<file path="src/assert_macros.svh">
// assertion macros used by the top-level rtl file
// no dependencies; bodies drop out when SYNTHESIS is defined
`ifndef ASSERT_MACROS_SVH
`define ASSERT_MACROS_SVH

`ifndef SYNTHESIS

`define ASSERT_RST(label, clk, rst_n, prop, msg) \
    label: assert property (@(posedge clk) disable iff (!(rst_n)) (prop)) else $error(msg);

`define ASSERT_CLK(label, clk, prop, msg) \
    label: assert property (@(posedge clk) (prop)) else $error(msg);

`else

`define ASSERT_RST(label, clk, rst_n, prop, msg)

`define ASSERT_CLK(label, clk, prop, msg)

`endif

`endif

</file>
<file path="src/scau_pkg.sv">
// shared types and constants of the stochastic cyclic automaton update block
// no dependencies
`default_nettype none

package scau_pkg;

    localparam int GRID_SIDE_DEF = 64;

    localparam int COORD_W   = 6;
    localparam int COORD_N   = 1 << COORD_W;
    localparam int STATE_W   = 4;
    localparam int UNIF_W    = 11;
    localparam int DIR_W     = 3;
    localparam int RATE_W    = 12;
    localparam int CNT_W     = 4;
    localparam int FUNC_W    = 2;
    localparam int CFG_IDX_W = 3;
    localparam int CFG_DATA_W = 60;
    localparam int IN_DATA_W  = 32;
    localparam int OUT_DATA_W = 16;

    localparam logic [FUNC_W-1:0] FUNC_UPDATE = 2'd0;
    localparam logic [FUNC_W-1:0] FUNC_WRITE  = 2'd1;

    localparam logic [CFG_IDX_W-1:0] CFG_RATES_LOW  = 3'd0;
    localparam logic [CFG_IDX_W-1:0] CFG_RATES_HIGH = 3'd1;
    localparam logic [CFG_IDX_W-1:0] CFG_MODE       = 3'd2;
    localparam logic [CFG_IDX_W-1:0] CFG_THRESHOLD  = 3'd3;
    localparam logic [CFG_IDX_W-1:0] CFG_SPAN       = 3'd4;
    localparam logic [CFG_IDX_W-1:0] CFG_STATES     = 3'd5;

    localparam logic [STATE_W-1:0] STATE_MAX   = 4'd9;
    localparam logic [STATE_W-1:0] STATES_MIN  = 4'd4;
    localparam logic [STATE_W-1:0] STATES_MAX  = 4'd10;
    localparam logic [CNT_W-1:0]   SPAN_MAX    = 4'd8;
    localparam logic [CNT_W-1:0]   THR_RESET   = 4'd1;
    localparam logic [CNT_W-1:0]   SPAN_RESET  = 4'd4;

    typedef enum logic [1:0] {
        OFF_NONE = 2'd0,
        OFF_DEC  = 2'd1,
        OFF_INC  = 2'd2
    } t_off;

    // neighbour order n, s, w, e, nw, ne, sw, se
    localparam t_off NB_DROW [8] = '{OFF_DEC, OFF_INC, OFF_NONE, OFF_NONE,
                                     OFF_DEC, OFF_DEC, OFF_INC, OFF_INC};
    localparam t_off NB_DCOL [8] = '{OFF_NONE, OFF_NONE, OFF_DEC, OFF_INC,
                                     OFF_DEC, OFF_INC, OFF_DEC, OFF_INC};

    typedef struct packed {
        logic load;
        logic rd_centre;
        logic eval;
        logic rd_nb;
        logic fin;
    } t_dp_cmd;

    typedef struct packed {
        logic need_nb;
        logic nb_last;
    } t_dp_stat;

endpackage

`default_nettype wire

</file>
<file path="src/scau_ctrl.sv">
// sequencer of the automaton update: one item at a time, at most one grid access a cycle
// depends on scau_pkg
`default_nettype none

module scau_ctrl (
    input  wire                i_clk,
    input  wire                i_rst_n,
    input  wire                i_in_valid,
    output logic               o_in_ready,
    input  wire                i_out_ready,
    output logic               o_out_valid,
    input  scau_pkg::t_dp_stat i_stat,
    output scau_pkg::t_dp_cmd  o_cmd
);
    import scau_pkg::*;

    typedef enum logic [5:0] {
        S_IDLE   = 6'b000001,
        S_CENTRE = 6'b000010,
        S_EVAL   = 6'b000100,
        S_NREAD  = 6'b001000,
        S_NLAST  = 6'b010000,
        S_FIN    = 6'b100000
    } t_state;

    t_state r_state, n_state;
    logic   r_out_valid, n_out_valid;
    logic   out_free;

    assign out_free    = !r_out_valid || i_out_ready;
    assign o_in_ready  = (r_state == S_IDLE);
    assign o_out_valid = r_out_valid;

    always_comb begin
        n_state       = r_state;
        o_cmd         = '0;
        o_cmd.load    = (r_state == S_IDLE) && i_in_valid;
        n_out_valid   = r_out_valid && !i_out_ready;
        unique case (r_state)
            S_IDLE: begin
                if (i_in_valid) n_state = S_CENTRE;
            end
            S_CENTRE: begin
                o_cmd.rd_centre = 1'b1;
                n_state         = S_EVAL;
            end
            S_EVAL: begin
                o_cmd.eval = 1'b1;
                n_state    = i_stat.need_nb ? S_NREAD : S_FIN;
            end
            S_NREAD: begin
                o_cmd.rd_nb = 1'b1;
                if (i_stat.nb_last) n_state = S_NLAST;
            end
            S_NLAST: begin
                n_state = S_FIN;
            end
            S_FIN: begin
                if (out_free) begin
                    o_cmd.fin   = 1'b1;
                    n_out_valid = 1'b1;
                    n_state     = S_IDLE;
                end
            end
            default: begin
                n_state = S_IDLE;
            end
        endcase
    end

    always_ff @(posedge i_clk) begin
        if (!i_rst_n) begin
            r_state     <= S_IDLE;
            r_out_valid <= 1'b0;
        end else begin
            r_state     <= n_state;
            r_out_valid <= n_out_valid;
        end
    end

endmodule

`default_nettype wire

</file>
<file path="config.mk">
export PLATFORM = sky130hd
export DESIGN_NAME = scau_ctrl
export DESIGN_NICKNAME = d
export VERILOG_FILES = /design/src/assert_macros.svh /design/src/scau_pkg.sv /design/src/scau_ctrl.sv
export SDC_FILE = /design/constraint.sdc
export NUM_CORES = 1
export LEC_CHECK = 0
export ABC_AREA = 1
export BUFFER_PORTS_ARGS = -buffer_cell sky130_fd_sc_hd__buf_2
export CORE_AREA = 2 2 39 41
export CTS_CLUSTER_DIAMETER = 30
export CTS_CLUSTER_SIZE = 20
export DETAILED_ROUTE_END_ITERATION = 10
export DIE_AREA = 0 0 41 43
export SLEW_MARGIN = 0
export SYNTH_ARGS = -nofsm -noshare
export SYNTH_HDL_FRONTEND = slang
export SYNTH_SLANG_ARGS = --single-unit
</file>
<file path="constraint.sdc">
create_clock -name i_clk -period 1 [get_ports i_clk]
set_input_delay 0.2 -clock i_clk [delete_from_list [all_inputs] [get_ports i_clk]]
set_output_delay 0.2 -clock i_clk [all_outputs]
set_load 0.01 [all_outputs]
</file>
# Word level (Yosys, flattened, before mapping)
# Cells that the tools add are included.
# word_totals
register_bits	7
latch_bits	0
mem_bits_rw	0
romBits	0
output_inout_bits	7
word_cells	29
memories	0
# classes
n_addsub	0
multipliers	0
div_mod_pow	0
order_cmp	0
n_eq_ne	9
n_shift	0
muxes	12
n_bitwise	0
reduce_logical	6
# ops
op	n
$pmux 6 s6	1
$mux 6	4
$mux 1	7
$eq 6x1->1 const B	1
$eq 6x2->1 const B	1
$eq 6x3->1 const B	1
$eq 6x4->1 const B	1
$eq 6x5->1 const B	1
$eq 6x6->1 const B	1
$ne 2x2->1 const B	3
$reduce_and 3->1	1
$logic_and 1x1->1	2
$logic_not 1->1	2
$logic_or 1x1->1	1

# Depth between registers and ports, before layout
# depth
word_depth	4
depth_mapped	7
mapped_depth_nobuf	7

# Worst setup path after synthesis
# No wires, ideal clock.
# synth_timing
path_type	register to output
startpoint	register r_state[0]
endpoint	output o_cmd[4] (netlist bit)
arrival_ns	0.817
required_ns	0.800
slack_ns	-0.017
path_stages_with_launch	5
path_buffers	0
cell_sequence	dfxtp_1 inv_1 nor2_2 nand3_2 nor2_1
# synth_lines
item	line	rtl
start: declaration	scau_ctrl.sv:26	t_state r_state, n_state;
start signal: assignment	scau_ctrl.sv:76	r_state <= n_state;
end: declaration	scau_ctrl.sv:13	output scau_pkg::t_dp_cmd o_cmd

==> impl_metrics.json <==
{
  "skew_ns": 0.00612,
  "initial_utilization_pct": 31.9,
  "multiInputGateArea_um2": 298,
  "fin_ws_ns": -0.368,
  "routed_wl_um": 1420,
  "critPathKind": "reg -> out",
  "finalCritPeriodShare_pct": 137,
  "p_int_uw": 673,
  "io_pins": 13,
  "grt_pass1_wl_um": 2060,
  "rows": 14,
  "ys_ff_latch": 7,
  "grt_max_degree": 6,
  "postSynthCellCount": 61,
  "synth_top_area_share_pct": 31.7,
  "synth_fp_nets": 67,
  "io_buffers": 12,
  "clk_latency_ns": 0.27,
  "synth.most_common_cell": "inv_1",
  "synth.cell_area_um2": 442,
  "num_vias": 507,
  "ys_seq_area_share_pct": 31.7,
  "clk_pin_slew_ns": 0.05,
  "powerDensity_nw_per_um2": 1400,
  "violations": "setup timing",
  "dieArea_um2": 1760,
  "wl_per_cell_um": 12.9,
  "clockBufferDepth": 2,
  "register_area_um2": 153,
  "switchingPower_uw": 389,
  "power.leakage_uw": 0.000390,
  "fp.coreArea_um2": 1380,
  "worstPathArrival_ns": 1.17,
  "switching_share_pct": 36.6,
  "htreeDepth": 1,
  "drt_iter0_drc": 14,
  "placed_area_um2": 534,
  "fmax_mhz": 731,
  "p_clk_share_pct": 26.8,
  "final_nets": 101,
  "yosys-top-cells-area": "dfxtp_1, nor2_4, inv_1, nor2_1, nand3_1",
  "critPathLaunchType": "flip-flop",
  "ys.flop_type": "dfxtp_1",
  "total_power_uw": 1060,
  "crit_path_end_kind": "output port",
  "dpl.hpwl_um": 661,
  "ir_drop_mv": 0.917,
  "rsz0062_at_grt": "yes",
  "holdBufCountCts": 0,
  "die_x_um": 41,
  "synth-edff-count": 0,
  "cts_made_buffers": 3,
  "layout_min_cycle_time_ns": 1.37,
  "viasPerCell": 4.61,
  "postSynthAreaPerCell_um2": 7.24,
  "async_flop_share_pct": 0,
  "yosys.area.top_type": "dfxtp_1",
  "antenna_found_initial": 0,
  "detail-route-antenna-nets": 0,
  "cts_tree": "built",
  "cp_max_fo": 5,
  "required_ns": 0.80,
  "cts_root_buf": "clkbuf_4",
  "final-hold-violation-count": 0,
  "grt_util_all_layers_pct": 19.5,
  "worst_slew_pin_slew_ns": 0.226,
  "grt_pass1_vias": 456,
  "status": "finished, violations left",
  "maxSlewHeadroom_pct": 84.9,
  "fin_area_um2": 758,
  "finalMaxSlewViolations": 0,
  "syn2layout_area_growth_pct": 71.7,
  "gp_congestion": 0.773,
  "die_h_um": 43,
  "ys.warnings.count": 0,
  "power_frac_comb_pct": 40.9,
  "setup_viol": 11,
  "cap_viol_max_count": 0,
  "drt_pre_antenna_iters": 4,
  "ys_types": 15,
  "synth_common_cells": "inv_1, nor2_1, dfxtp_1",
  "n_antenna_cell": 0,
  "cts_sinks": 7,
  "drc": 0,
  "hold_class": "in -> reg",
  "seqPwrFrac_pct": 32.3,
  "drive_above_1_share_pct": 66.0,
  "overflow": 0,
  "fillers": 124
}
-- per-layer routing --
metal / vias up / track usage [%] / share of wire (%)
li1: 254 / - / -
met1: 227 / 19.7 / 37
met2: 20 / 26.9 / 52
met3: 6 / 11.0 / 6.3
met4: 0 / 17.3 / 4.7
met5: - / 0 / 0
-- power groups by stage --
stage	Sequential, uW	Combinational, uW	Clock, uW
4_1_cts	341	396	285
2_1_floorplan	332	186	0
3_3_place_gp	336	255	0
5_1_grt	347	468	299
3_5_place_dp	335	255	0
6_report	343	435	284
-- through the flow --
stage / std cells / setup WS (ns) / hold slack, ns / utilization (%) / setup TNS [ns]
3_3_place_gp: 90 / -0.105 / 0.417 / 38.6 / -0.683
3_5_place_dp: 90 / -0.106 / 0.418 / 38.6 / -0.671
5_1_grt: 110 / -0.427 / 0.163 / 54.8 / -3.86
6_report: 110 / -0.368 / 0.144 / 54.8 / -3.14
4_1_cts: 103 / -0.318 / 0.142 / 48.6 / -2.12
2_1_floorplan: 61 / 0.00255 / 0.284 / - / 0
-- state kept, by name (all words and copies together) (netlist names) --
name,flops
r_state,6
o_out_valid,1
-- path summary, 6_finish.rpt --
| path | slack (ns) | to | cells past startpoint | startpoint |
|---|---|---|---|---|
| worst min register to register | 0.57 | o_out_valid$_SDFF_PN0_ | 4 | o_out_valid$_SDFF_PN0_ |
| worst min-delay path | 0.14 | r_state[0]$_SDFFE_PN1P_ | 2 | i_rst_n |
| worst max-delay path | -0.37 | o_cmd[1] | 5 | r_state[5]$_SDFFE_PN0P_ |
| worst max register to register | -0.26 | r_state[0]$_SDFFE_PN1P_ | 8 | r_state[2]$_SDFFE_PN0P_ |
-- logic make-up after synthesis --
logic type | after synthesis | share of synthesized area, %
flops | 7 | 31.7
compound gates | 3 | 4.25
simple gates | 36 | 51.3
buf+inv | 15 | 12.7
-- layout by cell type (no fill, tap or decap) --
master    Yosys  routed
buf_4         0      14
inv_1        13      11
dfxtp_2       0       4
nor2_4        5       6
nand3_4       0       1
clkbuf_1      0       1
buf_2         0      11
nor2_2        2       4
a21oi_1       1       1
nor3_1        2       1
o21ai_1       1       1
nor2_1        9       6
nand2_1       6       6
nand2_2       1       1
buf_6         0       4
dfxtp_4       0       2
nor3_2        0       1
dfxtp_1       7       1
nand4_4       0       2
nand3_1       6       4
inv_2         2       4
clkbuf_4      0       3
a21oi_2       1       1
nand3_2       3       4
-- cell type report --
| cell class | instances | share of cell area, % |
|---|---|---|
| Clock buffer | 4 | 3.47 |
| Inverter | 15 | 7.43 |
| Multi-Input combinational cell | 39 | 39.3 |
| Sequential cell | 7 | 20.1 |
| Tap cell | 16 | 2.64 |
| Timing Repair Buffer | 29 | 27.1 |
-- worst max-delay path, stage by stage, from the launching register on --
cell and delay [ns]:
dfxtp_4 0.36, nor2_4 0.17, buf_4 0.15, nand3_4 0.07
inv_2 0.05, buf_2 0.12
-- repair_timing --
| action | in CTS | in global routing |
|---|---|---|
| gates cloned | 0 | 0 |
| pin swaps | 5 | 3 |
| setup endpoints to repair | 10 | 12 |
| gates resized for setup | 13 | 9 |
| buffers inserted | 10 | 7 |
Note: power is estimated with default switching activity, not from simulation.
